$ cat config.mk
export PLATFORM = sky130hd
export DESIGN_NAME = link_quality_ewma_tracker
export DESIGN_NICKNAME = d
export VERILOG_FILES = /design/src/hw/rtl/lqet_pkg.sv /design/src/hw/rtl/lqet_front.sv /design/src/hw/rtl/lqet_fifo.sv /design/src/hw/rtl/lqet_back.sv /design/src/hw/rtl/link_quality_ewma_tracker.sv
export SDC_FILE = /design/constraint.sdc
export NUM_CORES = 2
export LEC_CHECK = 0
export BUFFER_PORTS_ARGS = -buffer_cell sky130_fd_sc_hd__buf_2
export CORE_MARGIN = 5
export CORE_UTILIZATION = 40
export DETAILED_ROUTE_END_ITERATION = 16
export GPL_TIMING_DRIVEN = 0
export PLACE_DENSITY = 0.66
export SLEW_MARGIN = 20
export SYNTH_ARGS = -nofsm -noshare
export SYNTH_HDL_FRONTEND = slang
export SYNTH_HIERARCHICAL = 1
export SYNTH_SLANG_ARGS = --single-unit
$ cat constraint.sdc
create_clock -name clk -period 10.4 [get_ports clk]
set_input_delay 0.52 -clock clk [delete_from_list [all_inputs] [get_ports clk]]
set_output_delay 0.52 -clock clk [all_outputs]
set_load 0.01 [all_outputs]
$ cat src/hw/rtl/lqet_pkg.sv
// ----------------------------------------------------------------------------
// Link quality tracker package
// Shared types, register indexes and arithmetic constants.
// ----------------------------------------------------------------------------
package lqet_pkg;

  localparam int LINK_SLOTS  = 8;
  localparam int SLOT_W      = 3;
  localparam int NUM_METRICS = 4;

  // Metric lanes, also the bit order of the per-slot valid vector.
  localparam int MET_COST  = 0;
  localparam int MET_RTT   = 1;
  localparam int MET_FAIL  = 2;
  localparam int MET_QUEUE = 3;

  localparam int WIDE_W  = 16;
  localparam int MILLE_W = 10;
  localparam int ALPHA_W = 7;
  localparam int CFG_W   = 16;
  localparam int CFG_IDX_W = 2;

  // Configuration register indexes.
  localparam logic [CFG_IDX_W-1:0] CFG_ALPHA     = 2'd0;
  localparam logic [CFG_IDX_W-1:0] CFG_THRESHOLD = 2'd1;
  localparam logic [CFG_IDX_W-1:0] CFG_MARKER    = 2'd2;
  localparam logic [CFG_IDX_W-1:0] CFG_LIMIT     = 2'd3;

  localparam logic [ALPHA_W-1:0] ALPHA_RST     = 7'd25;
  localparam logic [MILLE_W-1:0] THRESHOLD_RST = 10'd800;
  localparam logic [WIDE_W-1:0]  MARKER_RST    = 16'hFFFF;
  localparam logic [MILLE_W-1:0] LIMIT_RST     = 10'd1000;

  // Request commands.
  localparam logic CMD_SAMPLE = 1'b0;
  localparam logic CMD_CLEAR  = 1'b1;

  // Blend arithmetic: sum = old*(100-a) + new*a + 50 stays below 2^23, and
  // floor(sum/100) = (sum * RECIP_MUL) >> RECIP_SHIFT is exact over that range.
  localparam logic [ALPHA_W-1:0] ALPHA_FULL = 7'd100;
  localparam int SUM_W       = 23;
  localparam int RECIP_W     = 24;
  localparam int PROD_W      = SUM_W + RECIP_W;
  localparam int RECIP_SHIFT = 30;
  localparam logic [SUM_W-1:0]   ROUND_BIAS = 23'd50;
  localparam logic [RECIP_W-1:0] RECIP_MUL  = 24'd10737419;

  localparam int FIFO_DEPTH = 4;
  localparam int FIFO_PTR_W = 2;
  localparam int FIFO_CNT_W = 3;

  typedef struct packed {
    logic [ALPHA_W-1:0] alpha;
    logic [MILLE_W-1:0] threshold;
    logic [WIDE_W-1:0]  marker;
    logic [MILLE_W-1:0] limit;
  } cfg_t;

  // One classified request as it waits in the queue.
  typedef struct packed {
    logic                   in_range;
    logic [SLOT_W-1:0]      slot;
    logic                   up;
    logic [NUM_METRICS-1:0] ok;
    logic [WIDE_W-1:0]      cost;
    logic [WIDE_W-1:0]      rtt;
    logic [MILLE_W-1:0]     fail;
    logic [MILLE_W-1:0]     queue;
  } op_t;

endpackage

$ cat src/hw/rtl/lqet_front.sv
// ----------------------------------------------------------------------------
// Link quality tracker front end
// Accepts requests and reduces each to a slot, an up flag and per-metric
// sample validity.
// ----------------------------------------------------------------------------
module lqet_front (
  input  lqet_pkg::cfg_t             cfg,
  input  logic                       in_valid,
  output logic                       in_ready,
  input  logic                       in_command,
  input  logic [2:0]                 in_link_slot,
  input  logic                       in_link_up,
  input  logic                       in_metrics_ok,
  input  logic                       in_cost_present,
  input  logic [15:0]                in_cost_sample,
  input  logic                       in_rtt_present,
  input  logic [15:0]                in_rtt_sample,
  input  logic                       in_fail_present,
  input  logic [15:0]                in_fail_sample,
  input  logic                       in_queue_present,
  input  logic [15:0]                in_queue_sample,
  input  logic                       q_ready,
  output logic                       q_push,
  output lqet_pkg::op_t              q_op
);
  import lqet_pkg::*;

  logic live;

  assign in_ready = q_ready;
  assign q_push   = in_valid & q_ready;

  always_comb begin
    q_op          = '0;
    q_op.in_range = ({1'b0, in_link_slot} < (SLOT_W + 1)'(LINK_SLOTS));
    q_op.slot     = in_link_slot;
    // A clear or an out-of-range slot carries no valid metric and no up flag,
    // which makes the back end produce an all-zero record.
    live          = q_op.in_range & (in_command == CMD_SAMPLE);
    q_op.up       = live & in_link_up;
    q_op.ok[MET_COST]  = live & in_metrics_ok & in_cost_present &
                         (in_cost_sample != '0) & (in_cost_sample != cfg.marker);
    q_op.ok[MET_RTT]   = live & in_metrics_ok & in_rtt_present;
    q_op.ok[MET_FAIL]  = live & in_metrics_ok & in_fail_present &
                         (in_fail_sample <= WIDE_W'(cfg.limit));
    q_op.ok[MET_QUEUE] = live & in_metrics_ok & in_queue_present &
                         (in_queue_sample <= WIDE_W'(cfg.limit));
    q_op.cost  = in_cost_sample;
    q_op.rtt   = in_rtt_sample;
    // Valid per-mille samples never exceed the 10-bit limit.
    q_op.fail  = in_fail_sample[MILLE_W-1:0];
    q_op.queue = in_queue_sample[MILLE_W-1:0];
  end

endmodule

$ cat src/hw/rtl/lqet_fifo.sv
// ----------------------------------------------------------------------------
// Link quality tracker request queue
// Short first-in first-out buffer between the front and back ends.
// ----------------------------------------------------------------------------
module lqet_fifo (
  input  logic          clk,
  input  logic          rst_n,
  input  logic          push,
  input  lqet_pkg::op_t push_op,
  output logic          not_full,
  input  logic          pop,
  output logic          not_empty,
  output lqet_pkg::op_t head_op
);
  import lqet_pkg::*;

  op_t                   mem_r [FIFO_DEPTH];
  logic [FIFO_PTR_W-1:0] wr_ptr_r, wr_ptr_nxt;
  logic [FIFO_PTR_W-1:0] rd_ptr_r, rd_ptr_nxt;
  logic [FIFO_CNT_W-1:0] count_r, count_nxt;

  assign not_full  = (count_r != FIFO_CNT_W'(FIFO_DEPTH));
  assign not_empty = (count_r != '0);
  assign head_op   = mem_r[rd_ptr_r];

  always_comb begin
    wr_ptr_nxt = push ? wr_ptr_r + 1'b1 : wr_ptr_r;
    rd_ptr_nxt = pop  ? rd_ptr_r + 1'b1 : rd_ptr_r;
    count_nxt  = count_r;
    if (push && !pop) begin
      count_nxt = count_r + 1'b1;
    end else if (pop && !push) begin
      count_nxt = count_r - 1'b1;
    end
  end

  always_ff @(posedge clk) begin
    if (push) begin
      mem_r[wr_ptr_r] <= push_op;
    end
  end

  always_ff @(posedge clk) begin
    if (!rst_n) begin
      wr_ptr_r <= '0;
      rd_ptr_r <= '0;
      count_r  <= '0;
    end else begin
      wr_ptr_r <= wr_ptr_nxt;
      rd_ptr_r <= rd_ptr_nxt;
      count_r  <= count_nxt;
    end
  end

endmodule

$ cat src/hw/rtl/lqet_back.sv
// ----------------------------------------------------------------------------
// Link quality tracker back end
// Reads the slot record, blends each metric in two stages, writes the record
// back and holds the result in an output register.
// ----------------------------------------------------------------------------
module lqet_back (
  input  logic           clk,
  input  logic           rst_n,
  input  lqet_pkg::cfg_t cfg,
  input  logic           head_valid,
  input  lqet_pkg::op_t  head_op,
  output logic           pop,
  output logic           out_valid,
  input  logic           out_ready,
  output logic           out_up_out,
  output logic           out_cost_ok,
  output logic [15:0]    out_cost_avg,
  output logic           out_rtt_ok,
  output logic [15:0]    out_rtt_avg,
  output logic           out_fail_ok,
  output logic [9:0]     out_fail_avg,
  output logic           out_queue_ok,
  output logic [9:0]     out_queue_avg,
  output logic           out_pressure_high
);
  import lqet_pkg::*;

  // Slot record.
  logic                   up_r    [LINK_SLOTS];
  logic [NUM_METRICS-1:0] valid_r [LINK_SLOTS];
  logic [WIDE_W-1:0]      cost_mem_r  [LINK_SLOTS];
  logic [WIDE_W-1:0]      rtt_mem_r   [LINK_SLOTS];
  logic [MILLE_W-1:0]     fail_mem_r  [LINK_SLOTS];
  logic [MILLE_W-1:0]     queue_mem_r [LINK_SLOTS];

  // Blend stage.
  logic                   s1_vld_r, s1_vld_nxt;
  logic                   s1_write_r;
  logic [SLOT_W-1:0]      s1_slot_r;
  logic                   s1_up_r;
  logic [NUM_METRICS-1:0] s1_ok_r;
  logic [SUM_W-1:0]       s1_sum_r [NUM_METRICS];

  logic                   out_vld_r, out_vld_nxt;

  logic                   s1_adv, hazard;
  logic [ALPHA_W-1:0]     alpha_sat;
  logic [NUM_METRICS-1:0] was_valid;
  logic [WIDE_W-1:0]      prior [NUM_METRICS];
  logic [WIDE_W-1:0]      fresh [NUM_METRICS];
  logic [ALPHA_W-1:0]     w_old [NUM_METRICS];
  logic [ALPHA_W-1:0]     w_new [NUM_METRICS];
  logic [SUM_W-1:0]       sum   [NUM_METRICS];
  logic [PROD_W-1:0]      prod  [NUM_METRICS];
  logic [WIDE_W-1:0]      quot  [NUM_METRICS];
  logic                   press;

  assign s1_adv = s1_vld_r & (~out_vld_r | out_ready);
  // The record of a slot still in the blend stage is not yet written back,
  // so a request for the same slot waits until that write is done.
  assign hazard = s1_vld_r & s1_write_r & head_op.in_range & (head_op.slot == s1_slot_r);
  assign pop    = head_valid & (~s1_vld_r | s1_adv) & ~hazard;

  assign alpha_sat = (cfg.alpha > ALPHA_FULL) ? ALPHA_FULL : cfg.alpha;

  always_comb begin
    was_valid         = valid_r[head_op.slot];
    prior[MET_COST]   = cost_mem_r[head_op.slot];
    prior[MET_RTT]    = rtt_mem_r[head_op.slot];
    prior[MET_FAIL]   = WIDE_W'(fail_mem_r[head_op.slot]);
    prior[MET_QUEUE]  = WIDE_W'(queue_mem_r[head_op.slot]);
    fresh[MET_COST]   = head_op.cost;
    fresh[MET_RTT]    = head_op.rtt;
    fresh[MET_FAIL]   = WIDE_W'(head_op.fail);
    fresh[MET_QUEUE]  = WIDE_W'(head_op.queue);
    for (int i = 0; i < NUM_METRICS; i++) begin
      // An invalid sample weighs nothing and rounds to zero; a first sample
      // takes full weight, which reproduces it exactly.
      if (!head_op.ok[i]) begin
        w_old[i] = '0;
        w_new[i] = '0;
      end else if (!was_valid[i]) begin
        w_old[i] = '0;
        w_new[i] = ALPHA_FULL;
      end else begin
        w_old[i] = ALPHA_FULL - alpha_sat;
        w_new[i] = alpha_sat;
      end
      sum[i] = SUM_W'(prior[i]) * SUM_W'(w_old[i]) + SUM_W'(fresh[i]) * SUM_W'(w_new[i])
             + ROUND_BIAS;
    end
  end

  always_comb begin
    for (int i = 0; i < NUM_METRICS; i++) begin
      prod[i] = PROD_W'(s1_sum_r[i]) * PROD_W'(RECIP_MUL);
      quot[i] = prod[i][RECIP_SHIFT +: WIDE_W];
    end
    press = s1_up_r & s1_ok_r[MET_QUEUE] & (quot[MET_QUEUE][MILLE_W-1:0] >= cfg.threshold);
  end

  always_comb begin
    s1_vld_nxt = pop ? 1'b1 : (s1_adv ? 1'b0 : s1_vld_r);
    out_vld_nxt = s1_adv ? 1'b1 : (out_ready ? 1'b0 : out_vld_r);
  end

  always_ff @(posedge clk) begin
    if (pop) begin
      s1_write_r <= head_op.in_range;
      s1_slot_r  <= head_op.slot;
      s1_up_r    <= head_op.up;
      s1_ok_r    <= head_op.ok;
      s1_sum_r   <= sum;
    end
  end

  always_ff @(posedge clk) begin
    if (!rst_n) begin
      for (int s = 0; s < LINK_SLOTS; s++) begin
        cost_mem_r[s]  <= '0;
        rtt_mem_r[s]   <= '0;
        fail_mem_r[s]  <= '0;
        queue_mem_r[s] <= '0;
      end
    end else if (s1_adv && s1_write_r) begin
      cost_mem_r[s1_slot_r]  <= quot[MET_COST];
      rtt_mem_r[s1_slot_r]   <= quot[MET_RTT];
      fail_mem_r[s1_slot_r]  <= quot[MET_FAIL][MILLE_W-1:0];
      queue_mem_r[s1_slot_r] <= quot[MET_QUEUE][MILLE_W-1:0];
    end
  end

  always_ff @(posedge clk) begin
    if (!rst_n) begin
      for (int s = 0; s < LINK_SLOTS; s++) begin
        up_r[s]    <= 1'b0;
        valid_r[s] <= '0;
      end
    end else if (s1_adv && s1_write_r) begin
      up_r[s1_slot_r]    <= s1_up_r;
      valid_r[s1_slot_r] <= s1_ok_r;
    end
  end

  always_ff @(posedge clk) begin
    if (s1_adv) begin
      out_up_out        <= s1_up_r;
      out_cost_ok       <= s1_ok_r[MET_COST];
      out_cost_avg      <= quot[MET_COST];
      out_rtt_ok        <= s1_ok_r[MET_RTT];
      out_rtt_avg       <= quot[MET_RTT];
      out_fail_ok       <= s1_ok_r[MET_FAIL];
      out_fail_avg      <= quot[MET_FAIL][MILLE_W-1:0];
      out_queue_ok      <= s1_ok_r[MET_QUEUE];
      out_queue_avg     <= quot[MET_QUEUE][MILLE_W-1:0];
      out_pressure_high <= press;
    end
  end

  always_ff @(posedge clk) begin
    if (!rst_n) begin
      s1_vld_r  <= 1'b0;
      out_vld_r <= 1'b0;
    end else begin
      s1_vld_r  <= s1_vld_nxt;
      out_vld_r <= out_vld_nxt;
    end
  end

  assign out_valid = out_vld_r;

endmodule

$ cat src/hw/rtl/link_quality_ewma_tracker.sv
// ----------------------------------------------------------------------------
// Link quality tracker
// Per-slot up flag and percent-weighted moving averages of route cost,
// round-trip time, transmit failure and queue pressure.
// ----------------------------------------------------------------------------
// Each request updates one of eight slot records and returns the updated
// record one-for-one, in order. The block takes one request per cycle while
// its queue has room; a request for the same slot as the one just before it
// waits for that write-back, because the slot record is read, blended in a
// multiply stage, then scaled by a reciprocal multiply and written back, and
// the next read of that slot must see the write. Results leave through an
// output register, and a four-entry request queue lets requests keep
// arriving while a result waits. Configuration is written through cfg_we,
// cfg_index and cfg_wdata, by the user only while no request is in flight;
// the block does not enforce it, and has no state-clearing pass after reset.
module link_quality_ewma_tracker (
  input  logic        clk,
  input  logic        rst_n,
  input  logic        cfg_we,
  input  logic [1:0]  cfg_index,
  input  logic [15:0] cfg_wdata,
  input  logic        in_valid,
  output logic        in_ready,
  input  logic        in_command,
  input  logic [2:0]  in_link_slot,
  input  logic        in_link_up,
  input  logic        in_metrics_ok,
  input  logic        in_cost_present,
  input  logic [15:0] in_cost_sample,
  input  logic        in_rtt_present,
  input  logic [15:0] in_rtt_sample,
  input  logic        in_fail_present,
  input  logic [15:0] in_fail_sample,
  input  logic        in_queue_present,
  input  logic [15:0] in_queue_sample,
  output logic        out_valid,
  input  logic        out_ready,
  output logic        out_up_out,
  output logic        out_cost_ok,
  output logic [15:0] out_cost_avg,
  output logic        out_rtt_ok,
  output logic [15:0] out_rtt_avg,
  output logic        out_fail_ok,
  output logic [9:0]  out_fail_avg,
  output logic        out_queue_ok,
  output logic [9:0]  out_queue_avg,
  output logic        out_pressure_high
);
  import lqet_pkg::*;

  cfg_t cfg_r, cfg_nxt;
  op_t  push_op, head_op;
  logic q_push, q_not_full, q_not_empty, q_pop;

  always_comb begin
    cfg_nxt = cfg_r;
    if (cfg_we) begin
      case (cfg_index)
        CFG_ALPHA:     cfg_nxt.alpha     = cfg_wdata[ALPHA_W-1:0];
        CFG_THRESHOLD: cfg_nxt.threshold = cfg_wdata[MILLE_W-1:0];
        CFG_MARKER:    cfg_nxt.marker    = cfg_wdata;
        CFG_LIMIT:     cfg_nxt.limit     = cfg_wdata[MILLE_W-1:0];
        default:       cfg_nxt           = cfg_r;
      endcase
    end
  end

  always_ff @(posedge clk) begin
    if (!rst_n) begin
      cfg_r.alpha     <= ALPHA_RST;
      cfg_r.threshold <= THRESHOLD_RST;
      cfg_r.marker    <= MARKER_RST;
      cfg_r.limit     <= LIMIT_RST;
    end else begin
      cfg_r <= cfg_nxt;
    end
  end

  lqet_front u_front (
    .cfg              (cfg_r),
    .in_valid         (in_valid),
    .in_ready         (in_ready),
    .in_command       (in_command),
    .in_link_slot     (in_link_slot),
    .in_link_up       (in_link_up),
    .in_metrics_ok    (in_metrics_ok),
    .in_cost_present  (in_cost_present),
    .in_cost_sample   (in_cost_sample),
    .in_rtt_present   (in_rtt_present),
    .in_rtt_sample    (in_rtt_sample),
    .in_fail_present  (in_fail_present),
    .in_fail_sample   (in_fail_sample),
    .in_queue_present (in_queue_present),
    .in_queue_sample  (in_queue_sample),
    .q_ready          (q_not_full),
    .q_push           (q_push),
    .q_op             (push_op)
  );

  lqet_fifo u_fifo (
    .clk       (clk),
    .rst_n     (rst_n),
    .push      (q_push),
    .push_op   (push_op),
    .not_full  (q_not_full),
    .pop       (q_pop),
    .not_empty (q_not_empty),
    .head_op   (head_op)
  );

  lqet_back u_back (
    .clk               (clk),
    .rst_n             (rst_n),
    .cfg               (cfg_r),
    .head_valid        (q_not_empty),
    .head_op           (head_op),
    .pop               (q_pop),
    .out_valid         (out_valid),
    .out_ready         (out_ready),
    .out_up_out        (out_up_out),
    .out_cost_ok       (out_cost_ok),
    .out_cost_avg      (out_cost_avg),
    .out_rtt_ok        (out_rtt_ok),
    .out_rtt_avg       (out_rtt_avg),
    .out_fail_ok       (out_fail_ok),
    .out_fail_avg      (out_fail_avg),
    .out_queue_ok      (out_queue_ok),
    .out_queue_avg     (out_queue_avg),
    .out_pressure_high (out_pressure_high)
  );

endmodule
==> summary.txt <==
Final layout
  • Ratio of cells with drive above 1 in the final layout: approximately 9%
  • Most frequent cells in the layout: 2,031 x inv_1, 1,289 x fa_1, 1,188 x ha_1, 843 x edfxtp_1, 793 x nor2_1
  • Number of filler instances in the final layout: roughly 21,000
  • Layout Utilization: ~44%
  • Number of nets at the end of the flow: between 10,000 and 15,000
  • Most common cell after layout, fill and taps aside: inv_1
  • Post-synthesis to final-layout area growth: 9.71%

Route
  • Average vias per placed instance: roughly 5.2
  • Number of DRC violations after detailed-routing iteration 0: between 4,000 and 5,000
  • Drt pass-1 iters: 6
  • Antenna-violating nets left: 0
  • Final routed wirelength across all metal layers: roughly 250,000 µm
  • Residual DRC: 0
  • Wire per inst: around 22 µm
  • Total via count after detailed routing: around 60,000

Worst setup path
  • Startpoint Class: register
  • Most frequent cell on the critical path: fa_1
  • Depth of the worst register-to-register path: 29
  • Critical Path Max Stage Delay: ~0.62 ns
  • Category of the worst setup path capture point: register
  • Required time at the endpoint of the critical path: 10.85 ns
  • Slowest library cell on the worst path: clkdlybuf4s18_2
  • Worst R2R Setup Slack: roughly 0.22 ns
  • Critical path start-end classification: register to register
  • Reg-to-Reg End: u_back/s1_sum_r[68]
  • Arrival time of data at the critical path endpoint: ~11 ns
  • Worst-path maximum fanout: 10

Synth
  • Area fraction in and, or, nand and nor cells after synthesis: around 8.4%
  • Number of cells produced by synthesis: just over 8,000
  • Sequential element share of the synthesized area: ~29%
  • Dominant combinational cell family by area after synthesis: adder cells
  • Post-synthesis adder-cell area fraction: between 40% and 50%
  • Avg Inst Size Synth: around 11 µm²
  • Async set or reset register ratio after synthesis: 0%
  • Post-synth top flop: edfxtp_1
  • Synthesized area: 92,500 µm²
  • Count of synthesis-stage warnings from yosys: 6
  • Post-synthesis cell type count: 81
  • Syn Nets: between 10,000 and 15,000
  • Xor/xnor cell area share of the yosys netlist: roughly 1.4%
  • Area fraction in compound gates after synthesis: about 2.9%
  • Count of flip-flops with a built-in enable after synthesis: between 800 and 900
  • Multiplexer share of the synthesized area: 5.28%
  • Number of storage elements in the synthesis netlist: about 900

Global routing
  • Wire length of the first global-routing pass: ~380,000 µm
  • GRT Total Usage: between 20 and 25%
  • Initial antenna violation count: 12
  • Largest net degree at the start of global routing: 41
  • Via count of the first global-routing pass: between 60,000 and 70,000
  • Total congestion overflow after global routing: 0

STA
  • Unrepaired setup endpoints after global routing: true
  • Slew headroom: around 14%
  • Max Freq: around 100 MHz
  • Total count of hold-check failures in the final report: 0
  • Setup skew after layout: between 0.07 and 0.08 ns
  • Count of pins over their slew limit: 0
  • Time the worst path needs with I/O delays and setup: roughly 10 ns
  • Final-report setup violation count: 0
  • Portion of the clock cycle consumed by the worst path in the final layout: 97.9%
  • Slew at the pin closest to its max-slew limit: about 1.3 ns

Die
  • Area of the die: between 200,000 and 250,000 µm²
  • Area inside the core boundary: between 200,000 and 250,000 µm²
  • Initial core utilization: 40.2%
  • Die X-Extent: between 400 and 500 µm
  • Die height: around 490 µm
  • Floorplan row count: approximately 180
  • Ports: ~160

CTS
  • Sink Count: about 900
  • Number of buffers on the longest clock path: 3
  • Worst-skew pair later-pin latency: roughly 0.74 ns
  • CTS buffer count: 100
  • Clock transition at the registers of the reported paths: 0.06 ns
  • Total number of H-tree levels: 3
  • TritonCTS clock tree: built
  • Clock root buffer: clkbuf_16

Place
  • Routability congestion estimate: ~0.91
  • HPWL after detailed placement: roughly 200,000 µm
  • Port bufs: 137

Run
  • Max_cap viols: 0

Status
  • Status: finished, final reports clean

Hold path
  • Hold endpoint: u_fifo/mem_r[3][25]
  • Startpoint of the lowest-slack hold path: in_rtt_sample[5]
  • Tightest Hold Check Type: input port to register
  • Worst hold path stage count: 1
==> stage by stage <==
step                      worst slack (ns)  hold slack, ns  instances  area [µm²]  TNS [ns]
final                                0.217          0.0697      11500      102000         0
after global routing              -0.00350          0.0495      11500      102000  -0.00350
after CTS                          0.00124         0.00728      11500      101000         0
after detailed placement             -1.15           0.461      11300       97800    -13.46
after global placement               -3.38           0.444      11300       97000   -725.25
after floorplan                       1.91           0.426       8140       92500         0
==> sequential cells by signal, indices dropped and copies added (netlist names), 2 cells and up, named ones only <==
name and flops:
u_fifo/mem_r 244, u_back/cost_mem_r 128, u_back/rtt_mem_r 128, u_back/s1_sum_r 84
u_back/fail_mem_r 80, u_back/queue_mem_r 80, cfg_r 43, u_back/valid_r 32
u_back/out_cost_avg 16, u_back/out_rtt_avg 16, u_back/out_fail_avg 10, u_back/out_queue_avg 10
u_back/s1_ok_r 4, u_back/s1_slot_r 3, u_fifo/count_r 3, u_fifo/rd_ptr_r 2
u_fifo/wr_ptr_r 2
==> kinds of logic (layout without fill, tap and decap cells) <==
kind of cell | after synthesis | count (layout)
muxes | 271 | 271
AOI/OAI and AO/OA | 406 | 406
adders and majority gates | 2477 | 2477
buffers and inverters | 2252 | 2607
xor gates and xnor gates | 147 | 147
and+or+nand+nor | 1689 | 1689
DFF | 897 | 897
other | 1 | 2
==> synthesized netlist by cell type, types with 5 or more instances <==
| cell type | number | area share (%) |
|---|---|---|
| nand2b_1 | 17 | 0.11 |
| o21bai_1 | 9 | 0.073 |
| o21ai_0 | 65 | 0.35 |
| buf_2 | 26 | 0.14 |
| o31ai_1 | 7 | 0.057 |
| fa_1 | 1289 | 28 |
| o21a_1 | 24 | 0.19 |
| nor2b_1 | 59 | 0.40 |
| a31oi_1 | 15 | 0.10 |
| mux2i_1 | 96 | 1.0 |
| nand2_1 | 326 | 1.3 |
| dfxtp_1 | 54 | 1.2 |
| xor2_2 | 5 | 0.088 |
| inv_1 | 2031 | 8.2 |
| a21o_1 | 66 | 0.54 |
| or2_2 | 53 | 0.36 |
| xnor2_1 | 107 | 1.0 |
| o211ai_1 | 19 | 0.15 |
| nand3_1 | 42 | 0.23 |
| nor3_1 | 34 | 0.18 |
| nand4_1 | 29 | 0.20 |
| buf_4 | 58 | 0.47 |
| edfxtp_1 | 843 | 27 |
| o21ai_1 | 5 | 0.027 |
| ha_1 | 1188 | 16 |
| xor2_1 | 35 | 0.33 |
| mux4_2 | 172 | 4.2 |
| and3_1 | 42 | 0.28 |
| a211oi_1 | 15 | 0.12 |
| o2111ai_1 | 10 | 0.095 |
| or3_1 | 74 | 0.50 |
| nand4b_1 | 10 | 0.095 |
| a21oi_1 | 121 | 0.65 |
| buf_1 | 19 | 0.077 |
| nor4_1 | 11 | 0.074 |
| a21boi_0 | 11 | 0.089 |
| nor2_1 | 793 | 3.2 |
| buf_12 | 6 | 0.13 |
| and2_1 | 180 | 1.2 |
| clkbuf_1 | 108 | 0.44 |
==> what timing repair did <==
action / CTS / global route
hold endpoints to repair: 50 / 0
hold buffers: 13 / 0
setup endpoints to repair: 34 / 15
gates cloned: 0 / 0
resized for setup: 22 / 25
setup buffers: 0 / 0
==> final cells by class <==
class / instances / area, µm² / share of cell area (%)
flip-flops and latches: 897 / 26400 / 26.0
clock inverters: 56 / 629 / 0.620
repair buffers: 176 / 1360 / 1.34
multi-input cells: 4991 / 57800 / 56.9
clock buffers: 124 / 2700 / 2.66
diodes: 1 / 2.50 / 0.00247
well taps: 3026 / 3790 / 3.73
inverters: 2032 / 7630 / 7.52
plain buffers: 219 / 1230 / 1.22
==> worst max path at each step <==
stage	startpoint	to	slack, ns	cells after the start
after floorplan	register	u_back/s1_sum_r[17]	1.91	31
after global placement	register	u_fifo/count_r[2]	-3.38	16
after detailed placement	register	u_back/s1_sum_r[18]	-1.15	30
after CTS	register	u_back/s1_sum_r[17]	0.001	29
after global routing	cfg_r[42]	u_back/s1_sum_r[17]	-0.004	30
final	register	u_back/s1_sum_r[68]	0.22	29
==> worst max-delay path, delay by kind of cell, from the launching register on <==
kind	cells	cell delay, ns
XOR/XNOR	1	0.26
AO/OA/AOI/OAI	9	2.08
buffers and inverters	8	2.07
flip-flops	1	0.53
adder cells (fa/ha/maj)	7	3.35
AND/OR/NAND/NOR	1	0.12
multiplexers	3	1.42
==> routing by layer <==
layer / vias up / track usage [%] / share of wire [%]
li1: 26400 / - / -
met1: 30800 / 27.6 / 41
met2: 2176 / 33.9 / 47
met3: 398 / 4.04 / 8.2
met4: 6 / 7.25 / 3.9
met5: - / 0 / 0.016
Power is left out: the tool's default activity adds up to more than one toggle a clock period on the data nets, which glitch-free logic cannot reach.
